==> src/rtl/pbs_pkg.sv <==
// Package with the word types, register indexes and phase codes of the pump bank sequencer.
`default_nettype none

package pbs_pkg;

  typedef struct packed {
    logic [16:0] time_secs;
    logic [2:0]  current_day;
  } in_word_t;

  typedef struct packed {
    logic [2:0] pump_index;
    logic [5:0] pwm_value;
    logic       running;
    logic       last;
  } out_word_t;

  localparam int CfgIdxW  = 3;
  localparam int CfgDataW = 17;

  localparam logic [CfgIdxW-1:0] CFG_START_SECS   = 3'd0;
  localparam logic [CfgIdxW-1:0] CFG_SKIP         = 3'd1;
  localparam logic [CfgIdxW-1:0] CFG_SELECTED_DAY = 3'd2;
  localparam logic [CfgIdxW-1:0] CFG_PWM_INITIAL  = 3'd3;
  localparam logic [CfgIdxW-1:0] CFG_PWM_STEADY   = 3'd4;
  localparam logic [CfgIdxW-1:0] CFG_RUN_TICKS    = 3'd5;
  localparam logic [CfgIdxW-1:0] CFG_INTER_DELAY  = 3'd6;

  typedef enum logic [2:0] {
    PH_START = 3'b001,
    PH_BUSY  = 3'b010,
    PH_DONE  = 3'b100
  } phase_t;

endpackage

`default_nettype wire

==> src/rtl/pump_bank_sequencer.sv <==
// Top level of the pump bank sequencer: tick evaluation, ramp emitter and result register.
`default_nettype none

// Each accepted input word is one tick. The tick updates the watering state at once and
// may start a job of PWM result words that a single result register sends one word per
// cycle while out_stall is low. A tick that causes no result or one result lets the next
// tick in as soon as the result register is free, so ticks can arrive back to back. A tick
// that starts a pump's ramp keeps in_stall high until its last word goes into the result
// register: the ramp has pwm_initial - pwm_steady + 1 words, 64 at most. The result
// register can hold a finished word while the next tick is accepted. Configuration
// writes are always ready and must only be made while the block is idle.
module pump_bank_sequencer
  import pbs_pkg::*;
#(
  parameter int NUM_PUMPS = 4,
  parameter int PWM_BITS  = 6
) (
  input  wire logic                clk,
  input  wire logic                rst_n,
  input  wire logic                in_valid,
  output      logic                in_stall,
  input  wire in_word_t            in_data,
  output      logic                out_valid,
  input  wire logic                out_stall,
  output      out_word_t           out_data,
  input  wire logic                cfg_valid,
  output      logic                cfg_ready,
  input  wire logic [CfgIdxW-1:0]  cfg_index,
  input  wire logic [CfgDataW-1:0] cfg_wdata
);

  localparam logic [5:0] PwmMask = 6'((1 << PWM_BITS) - 1);
  localparam logic [3:0] LastPump = 4'(NUM_PUMPS);

  logic [16:0] start_secs_r;
  logic        skip_r;
  logic [2:0]  selected_day_r;
  logic [5:0]  pwm_initial_r;
  logic [5:0]  pwm_steady_r;
  logic [7:0]  run_ticks_r;
  logic [7:0]  inter_delay_r;

  logic        running_r, running_nxt;
  logic [2:0]  pump_index_r, pump_index_nxt;
  phase_t      phase_r, phase_nxt;
  logic [7:0]  busy_count_r, busy_count_nxt;
  logic [7:0]  gap_count_r, gap_count_nxt;

  logic        job_active_r;
  logic [2:0]  job_pump_r;
  logic [5:0]  job_val_r;
  logic [5:0]  job_end_r;
  logic        job_run_r;

  logic        new_job;
  logic [5:0]  new_val;
  logic [5:0]  new_end;

  logic        out_valid_r;
  out_word_t   out_data_r;

  logic        out_free;
  logic        job_last;
  logic        job_done_now;
  logic        in_acc;
  logic        hit;
  logic        run_now;
  logic [7:0]  busy_inc;
  logic [8:0]  gap_limit;
  logic [3:0]  pump_inc;

  assign out_free     = !out_valid_r || !out_stall;
  assign job_last     = job_val_r == job_end_r;
  assign job_done_now = job_active_r && out_free && job_last;
  assign in_stall     = job_active_r && !job_done_now;
  assign in_acc       = in_valid && !in_stall;
  assign cfg_ready    = 1'b1;
  assign out_valid    = out_valid_r;
  assign out_data     = out_data_r;

  assign hit = (in_data.time_secs == start_secs_r) ||
               ((start_secs_r != 17'd0) && (in_data.time_secs == start_secs_r - 17'd1));
  assign run_now   = running_r ||
                     (!skip_r && (selected_day_r == in_data.current_day) && hit);
  assign busy_inc  = busy_count_r + 8'd1;
  assign gap_limit = {1'b0, run_ticks_r} + {1'b0, inter_delay_r};
  assign pump_inc  = {1'b0, pump_index_r} + 4'd1;

  always_comb begin
    running_nxt    = run_now;
    pump_index_nxt = pump_index_r;
    phase_nxt      = phase_r;
    busy_count_nxt = busy_count_r;
    gap_count_nxt  = gap_count_r;
    new_job        = 1'b0;
    new_val        = pwm_initial_r;
    new_end        = pwm_steady_r;
    if (run_now) begin
      unique case (phase_r)
        PH_START: begin
          new_job   = pwm_initial_r >= pwm_steady_r;
          phase_nxt = PH_BUSY;
        end
        PH_BUSY: begin
          busy_count_nxt = busy_inc;
          if (busy_inc > run_ticks_r) begin
            phase_nxt = PH_DONE;
          end
        end
        PH_DONE: begin
          new_job        = 1'b1;
          new_val        = 6'd0;
          new_end        = 6'd0;
          busy_count_nxt = 8'd0;
          phase_nxt      = PH_START;
        end
        default: begin
          phase_nxt = PH_START;
        end
      endcase
      gap_count_nxt = gap_count_r + 8'd1;
      if ({1'b0, gap_count_r} >= gap_limit) begin
        gap_count_nxt = 8'd0;
        if (pump_inc >= LastPump) begin
          running_nxt    = 1'b0;
          pump_index_nxt = 3'd0;
        end else begin
          pump_index_nxt = pump_inc[2:0];
        end
      end
    end
  end

  always_ff @(posedge clk) begin
    if (!rst_n) begin
      start_secs_r   <= 17'd0;
      skip_r         <= 1'b0;
      selected_day_r <= 3'd0;
      pwm_initial_r  <= 6'd63 & PwmMask;
      pwm_steady_r   <= 6'd32 & PwmMask;
      run_ticks_r    <= 8'd30;
      inter_delay_r  <= 8'd10;
    end else if (cfg_valid && cfg_ready) begin
      unique case (cfg_index)
        CFG_START_SECS:   start_secs_r   <= cfg_wdata;
        CFG_SKIP:         skip_r         <= cfg_wdata[0];
        CFG_SELECTED_DAY: selected_day_r <= cfg_wdata[2:0];
        CFG_PWM_INITIAL:  pwm_initial_r  <= cfg_wdata[5:0] & PwmMask;
        CFG_PWM_STEADY:   pwm_steady_r   <= cfg_wdata[5:0] & PwmMask;
        CFG_RUN_TICKS:    run_ticks_r    <= cfg_wdata[7:0];
        CFG_INTER_DELAY:  inter_delay_r  <= cfg_wdata[7:0];
        default: begin
        end
      endcase
    end
  end

  always_ff @(posedge clk) begin
    if (!rst_n) begin
      running_r    <= 1'b0;
      pump_index_r <= 3'd0;
      phase_r      <= PH_START;
      busy_count_r <= 8'd0;
      gap_count_r  <= 8'd0;
    end else if (in_acc) begin
      running_r    <= running_nxt;
      pump_index_r <= pump_index_nxt;
      phase_r      <= phase_nxt;
      busy_count_r <= busy_count_nxt;
      gap_count_r  <= gap_count_nxt;
    end
  end

  always_ff @(posedge clk) begin
    if (!rst_n) begin
      job_active_r <= 1'b0;
    end else if (in_acc && new_job) begin
      job_active_r <= 1'b1;
    end else if (job_done_now) begin
      job_active_r <= 1'b0;
    end
  end

  always_ff @(posedge clk) begin
    if (in_acc && new_job) begin
      job_pump_r <= pump_index_r;
      job_val_r  <= new_val;
      job_end_r  <= new_end;
      job_run_r  <= running_nxt;
    end else if (job_active_r && out_free && !job_last) begin
      job_val_r <= job_val_r - 6'd1;
    end
  end

  always_ff @(posedge clk) begin
    if (!rst_n) begin
      out_valid_r <= 1'b0;
    end else if (out_free) begin
      out_valid_r <= job_active_r;
    end
  end

  always_ff @(posedge clk) begin
    if (out_free && job_active_r) begin
      out_data_r.pump_index <= job_pump_r;
      out_data_r.pwm_value  <= job_val_r;
      out_data_r.running    <= job_run_r;
      out_data_r.last       <= job_last;
    end
  end

`ifndef SYNTHESIS
  a_ramp_bounded: assert property (@(posedge clk) disable iff (!rst_n)
    job_active_r |-> job_val_r >= job_end_r)
    else $error("Ramp value passed its end value.");

  a_no_bubble: assert property (@(posedge clk) disable iff (!rst_n)
    out_valid_r && !out_stall && !out_data_r.last |=> out_valid_r)
    else $error("Gap inside the words of one tick.");

  a_idle_pump: assert property (@(posedge clk) disable iff (!rst_n)
    !running_r |-> pump_index_r == 3'd0)
    else $error("Pump index not zero while idle.");

  a_pump_range: assert property (@(posedge clk) disable iff (!rst_n)
    {1'b0, pump_index_r} < LastPump)
    else $error("Pump index beyond the last pump.");
`endif

endmodule

`default_nettype wire

==> config.mk <==
export PLATFORM = sky130hd
export DESIGN_NAME = pump_bank_sequencer
export DESIGN_NICKNAME = d
export VERILOG_FILES = /design/src/rtl/pbs_pkg.sv /design/src/rtl/pump_bank_sequencer.sv
export SDC_FILE = /design/constraint.sdc
export NUM_CORES = 1
export LEC_CHECK = 0
export CAP_MARGIN = 20
export CORE_MARGIN = 3
export CORE_UTILIZATION = 64
export DETAILED_ROUTE_END_ITERATION = 8
export DONT_BUFFER_PORTS = 1
export PLACE_DENSITY = 0.8
export SYNTH_ARGS = -nofsm -noshare
export SYNTH_HDL_FRONTEND = slang
export SYNTH_SLANG_ARGS = --single-unit
==> constraint.sdc <==
create_clock -name clk -period 4.1 [get_ports clk]
set_input_delay 1.23 -clock clk [delete_from_list [all_inputs] [get_ports clk]]
set_output_delay 1.23 -clock clk [all_outputs]
set_load 0.02 [all_outputs]
-- Word level (Yosys, flattened, before mapping)
Index checks and enable logic that the tools add are counted.
- logic and storage cells: 98
- output and inout port bits: 14
- register bits after elaboration: 101
- bits of input ports: 45
- reduce and logical (&&, ||, !) cells: 34
- add/subtract/negate cells: 6
- eq/ne operators: 14
- mux-type cells: 18
- magnitude comparators: 4
- operators with widths (kind ; number):
    two-way mux 6 bit ; 6
    == test 17 bit ; 2
    nonzero test 17 bit ; 1
    subtractor 17 x 1 -> 17 bit, second input constant ; 1
    adder 8 x 1 -> 8 bit, second input constant ; 2
    case mux 8 bit (2 select lines) ; 1
    AND reduction 2 bit ; 8
    == test 3 bit, second input constant ; 4
    adder 8 x 8 -> 9 bit ; 1
    == test 3 x 2 -> 1 bit, second input constant ; 3
    greater-or-equal comparator 8 x 9 -> 1 bit ; 1
    logical AND 1 bit ; 9
    AND reduction 3 bit ; 3
    > comparator 8 bit ; 1
    two-way mux 8 bit ; 1
    == test 3 x 1 -> 1 bit, second input constant ; 2
    == test 6 bit ; 1
    greater-or-equal comparator 6 bit ; 1
    zero test 1 bit ; 6
    two-way mux 1 bit ; 6
    two-way mux 3 bit ; 2
    case mux 3 bit (2 select lines) ; 1
    nonzero test 2 bit ; 3
    subtractor 6 x 1 -> 6 bit, second input constant ; 1
    other kinds (7) ; 9

-- Longest topological paths before layout
- depth in word-level cells: 10
- depth in mapped cells: 17
- depth with buffers taken out: 17

-- Worst setup path before layout
No wires, ideal clock.
- kind: input to register
- from: input port in_data[2] in the netlist's numbering
- to: register job_val_r[0] (enable)
- arrival: 3.202 ns
- setup time: 0.367 ns
- buffers on the path: 2
- required time: 3.733 ns
- slack: 0.531 ns
- stages on the path: 9
- path through: xor2_1 nor4_1 nand2_1 nor4_1 nand4_1 o41a_1 buf_6 buf_6 o22ai_1
- word-level cells in the longest chain between the ends: 7
- ends and longest elaborated chain (what ; line ; source):
    start, declared ; pump_bank_sequencer.sv:22 ; input wire in_word_t in_data,
    == test 3 bit ; pump_bank_sequencer.sv:84 ; (!skip_r && (selected_day_r == in_data.current_day) && hit);
    logical AND 1 bit (2 in series) ; pump_bank_sequencer.sv:84 ;
    logical OR 1 bit ; pump_bank_sequencer.sv:83 ; assign run_now = running_r ||
    two-way mux 1 bit ; pump_bank_sequencer.sv:98 ; if (run_now) begin
    logical AND 1 bit ; pump_bank_sequencer.sv:185 ; if (in_acc && new_job) begin
    nonzero test 2 bit (no line) ; - ;
    end signal, assigned ; pump_bank_sequencer.sv:187 ; job_val_r <= new_val;
    end signal, assigned ; pump_bank_sequencer.sv:191 ; job_val_r <= job_val_r - 6'd1;
    end, declared ; pump_bank_sequencer.sv:51 ; logic [5:0] job_val_r;
No other way between the ends.
A chain may end at the register's enable or synchronous reset.

-- Worst setup path after layout
- from: register start_secs_r[2]
- to: register gap_count_r[7]
- word-level cells in the longest chain between the ends: 7
- elaborated cells on any way between the ends: 9
- those cells by class: add/sub: 1; eq/ne: 2; reduce/logical: 6
- ends and longest elaborated chain (what ; line ; source):
    start, declared ; pump_bank_sequencer.sv:35 ; logic [16:0] start_secs_r;
    start signal, assigned ; pump_bank_sequencer.sv:145 ; CFG_START_SECS: start_secs_r <= cfg_wdata;
    subtractor 17 x 1 -> 17 bit ; pump_bank_sequencer.sv:82 ; ((start_secs_r != 17'd0) && (in_data.time_secs == start_secs_r - 17'd1));
    == test 17 bit ; pump_bank_sequencer.sv:82 ;
    logical AND 1 bit ; pump_bank_sequencer.sv:82 ;
    logical OR 1 bit * ; pump_bank_sequencer.sv:81 ; assign hit = (in_data.time_secs == start_secs_r) ||
    logical AND 1 bit * ; pump_bank_sequencer.sv:84 ;
    logical OR 1 bit * ; pump_bank_sequencer.sv:83 ;
    AND reduction 2 bit (no line) * ; - ;
    end signal, assigned ; pump_bank_sequencer.sv:170 ; gap_count_r <= gap_count_nxt;
    end, declared ; pump_bank_sequencer.sv:47 ; logic [7:0] gap_count_r, gap_count_nxt;
Mark *: on every way between the ends. The rest lies on a longest branch, timed or not.

==> key figures <==
Run status
  – Outcome: finished, final reports clean

Floorplanning
  – Row cnt: 33
  – Core area: 8460 um2
  – DIE HEIGHT: 101 um
  – Initial Utilization: 67.9%
  – # IOs: 59
  – Width of the die: 101 um
  – Die area: 10200 um2

Routing
  – Detail Route met2 WL: 6540 um
  – Met3 WL: 790 um
  – Mean routed wirelength per cell: 17.5 um
  – Routed WL: 13100 um
  – Via density per instance: 6.27
  – Post-Route M1 WL: 5500 um
  – # DRC: 0
  – Final ANT Viol Nets: 0
  – DR vias: 4673
  – DR iter-0 viols: 286
  – Router iterations before antenna repair: 5
  – Highest Signal Layer: met4

STA
  – Final min period: 3710 ps
  – Worst-margin pin slew: 1060 ps
  – Fmax: 270 MHz
  – Relative slew slack: 29.1%
  – Final Skew: 10.1 ps
  – WHS: 428 ps
  – Endpoints failing hold: 0
  – Finish-stage setup viols: 0
  – Final Max Tran Viols: 0
  – Sum Neg Setup Slack: 0 ps
  – RSZ-0062 raised after global routing: false
  – Part of the cycle the worst path needs: 90.5%

Clock tree
  – CTS Buffer Depth: 2
  – Clk slew on worst S/H paths: 100 ps
  – Clock latency at the later pin of the worst-skew pair: 380 ps
  – Post-CTS Setup Inserts: 0
  – CTS tree: done
  – H-tree depth: 3
  – # hold bufs at CTS: 0
  – CTS Sinks: 101
  – Root Driver: clkbuf_8
  – Post_cts resized: 0
  – Num CTS Buffers: 9

Final layout
  – Filler cells: 647
  – Register area: 2290 um2
  – Fin area: 6010 um2
  – Layout Nets: 717
  – Post-layout util: 71.0%
  – Multi-input logic area: 3200 um2
  – Layout cells sized above 1: 6.41%
  – Layout area overhead: 4.57%
  – Antenna fix cells: 0

Critical path
  – RR Endpoint: gap_count_r[7]$_SDFFE_PN0P_
  – Crit Reg-Reg Startpoint: start_secs_r[2]$_SDFFE_PN0P_
  – CP endpoint: gap_count_r[7]$_SDFFE_PN0P_
  – Setup crit end kind: flip-flop
  – WP data required: 4340 ps
  – Arr. time, crit path: 3950 ps
  – CP startpoint: start_secs_r[2]$_SDFFE_PN0P_
  – Worst Reg-to-Reg Cells: 9
  – Crit Path Class: reg2reg
  – Worst-path fanout max: 15
  – Reg-to-reg slack, setup: 390 ps
  – CP Launch Type: flip-flop

Yosys
  – Post-synth EDFFs: 27
  – Synthesized flop and latch total: 101
  – Average size of a mapped cell: 8.94 um2
  – Cell Area, Synth: 5750 um2
  – Synth Flop Type: dfxtp_1
  – Post-Syn Instances: 643
  – Ys Warns: 0
  – Register area share after synthesis: 39.9%
  – Mapped Nets: 725
  – Synth unique cells: 66
  – Ys async rst share: 0%

Place
  – IO buf count: 0
  – DP Wirelength: 9890 um
  – Placed Area: 5820 um2
  – Routability cong.: 0.893

Power and ir drop
  – Power per Cell Area: 305 nW/um2
  – Maximum VDD drop: 0.000163 V
  – Leakage: 2.29 nW
  – Power Total: 1.83 mW

Hold path
  – Hold Path Class: reg2reg
  – Hold_sp: job_pump_r[2]$_DFFE_PP_

Global routing
  – Vias in the first global route: 4597
  – GRT Overall Usage: 26.8%
  – Antenna violations before repair: 0
  – Largest net degree at the start of global routing: 39
  – Total grt overflow: 0
  – First-pass GRT wire length: 21800 um

Flow run
  – Max-cap viol count: 0
layout by cell type, fill, tap and decap left out, types with 11 or more instances in the layout:
cell type,n
nand4_1,11
xor2_1,23
a21oi_1,57
inv_1,28
edfxtp_1,27
buf_4,11
nor3_1,11
nor2_1,35
ha_1,36
o21ai_0,15
dfxtp_1,74
nand2_1,98
mux2i_1,23
nand3_1,18
xnor2_1,24
registers in the layout (all words and copies together) (netlist names):
register        cells
run_ticks_r         8
job_run_r           1
pwm_steady_r        6
busy_count_r        8
job_end_r           6
gap_count_r         8
job_pump_r          3
out_data           11
running_r           1
job_active_r        1
start_secs_r       17
pwm_initial_r       6
out_valid           1
skip_r              1
inter_delay_r       8
phase_r             3
job_val_r           6
pump_index_r        3
selected_day_r      3
synthesized netlist by cell type (3+ instances only):
cell       instances  area (um2)
or3_1              9        56.3
o31ai_1            5        37.5
nand2b_1           7        43.8
and2_1             4        25.0
o211ai_1           5        37.5
o311ai_1           5        43.8
nand3_1           18        90.1
nor2b_1            8        50.1
a31oi_1            4        25.0
a21o_1             3        22.5
o21ai_0           15        75.1
a21oi_1           57         285
clkbuf_1          24        90.1
nand4b_1           3        26.3
ha_1              36         450
and3_1             4        25.0
buf_6              4        45.0
nor3_1            12        60.1
nor2_1            35         131
mux2i_1           23         230
nand3b_1           5        37.5
or4_1              6        45.0
nand2_1           98         368
inv_1             28         105
o2bb2ai_1          6        52.6
nor4_1             5        31.3
nand4_1           11        68.8
dfxtp_1           74        1480
o21a_1             9        67.6
xor2_1            23         201
xnor2_1           24         210
a211oi_1           4        30.0
edfxtp_1          27         811
per-layer routing:
layer  up-vias  global-route usage (%)
met4         0                    9.84
met3        23                    4.78
met5         -                       0
met1      2225                    33.8
li1       2271                       -
met2       154                    45.9
worst min-delay path by stage:
stage | slack (ps) | end | cells past startpoint
2_1_floorplan | 400 | out_data[10]$_DFFE_PP_ | 0
3_3_place_gp | 400 | out_data[1]$_DFFE_PP_ | 0
3_5_place_dp | 420 | out_data[1]$_DFFE_PP_ | 0
4_1_cts | 430 | out_data[10]$_DFFE_PP_ | 0
5_1_grt | 430 | out_data[10]$_DFFE_PP_ | 0
6_report | 430 | out_data[10]$_DFFE_PP_ | 0
cell families after synthesis:
group | synth area share [%]
buf+inv | 4.44
mux | 4.01
xor+xnor | 7.16
other cells | 0.0653
compound gates | 15.1
simple gates | 21.1
fa+ha+maj | 8.19
flops | 39.9
critical path, stage by stage, from the launching register on:
cell     delay (ps)
dfxtp_1         420
or4_4           630
nor4_4          380
mux2i_1         240
mux2i_1          90
o21a_1          210
o41a_1          700
buf_4           280
o31ai_2         530
a21oi_1          90
stage by stage:
stage               setup slack, ps  instances
global placement                223        729
finish                          391        745
floorplan                       531        643
detailed placement              101        729
CTS                             409        745
global route                    159        745
where the power goes:
part / total, mW / leakage (nW) / internal (mW) / switching, mW
Sequential: 1.04 / 0.844 / 1.03 / 0.0115
Combinational: 0.171 / 1.35 / 0.0735 / 0.0978
Clock: 0.619 / 0.0993 / 0.248 / 0.372
Total: 1.83 / 2.29 / 1.35 / 0.481
area by class of cell:
| cell class | count | area share [%] |
|---|---|---|
| multi-input combinational | 483 | 53.3 |
| sequential | 101 | 38.2 |
| clock buffer | 10 | 2.29 |
| tap | 105 | 2.19 |
| inverter | 29 | 1.81 |
| timing repair buffer | 11 | 1.37 |
| clock inverter | 6 | 0.875 |
Power figures use the tool's default switching activity.
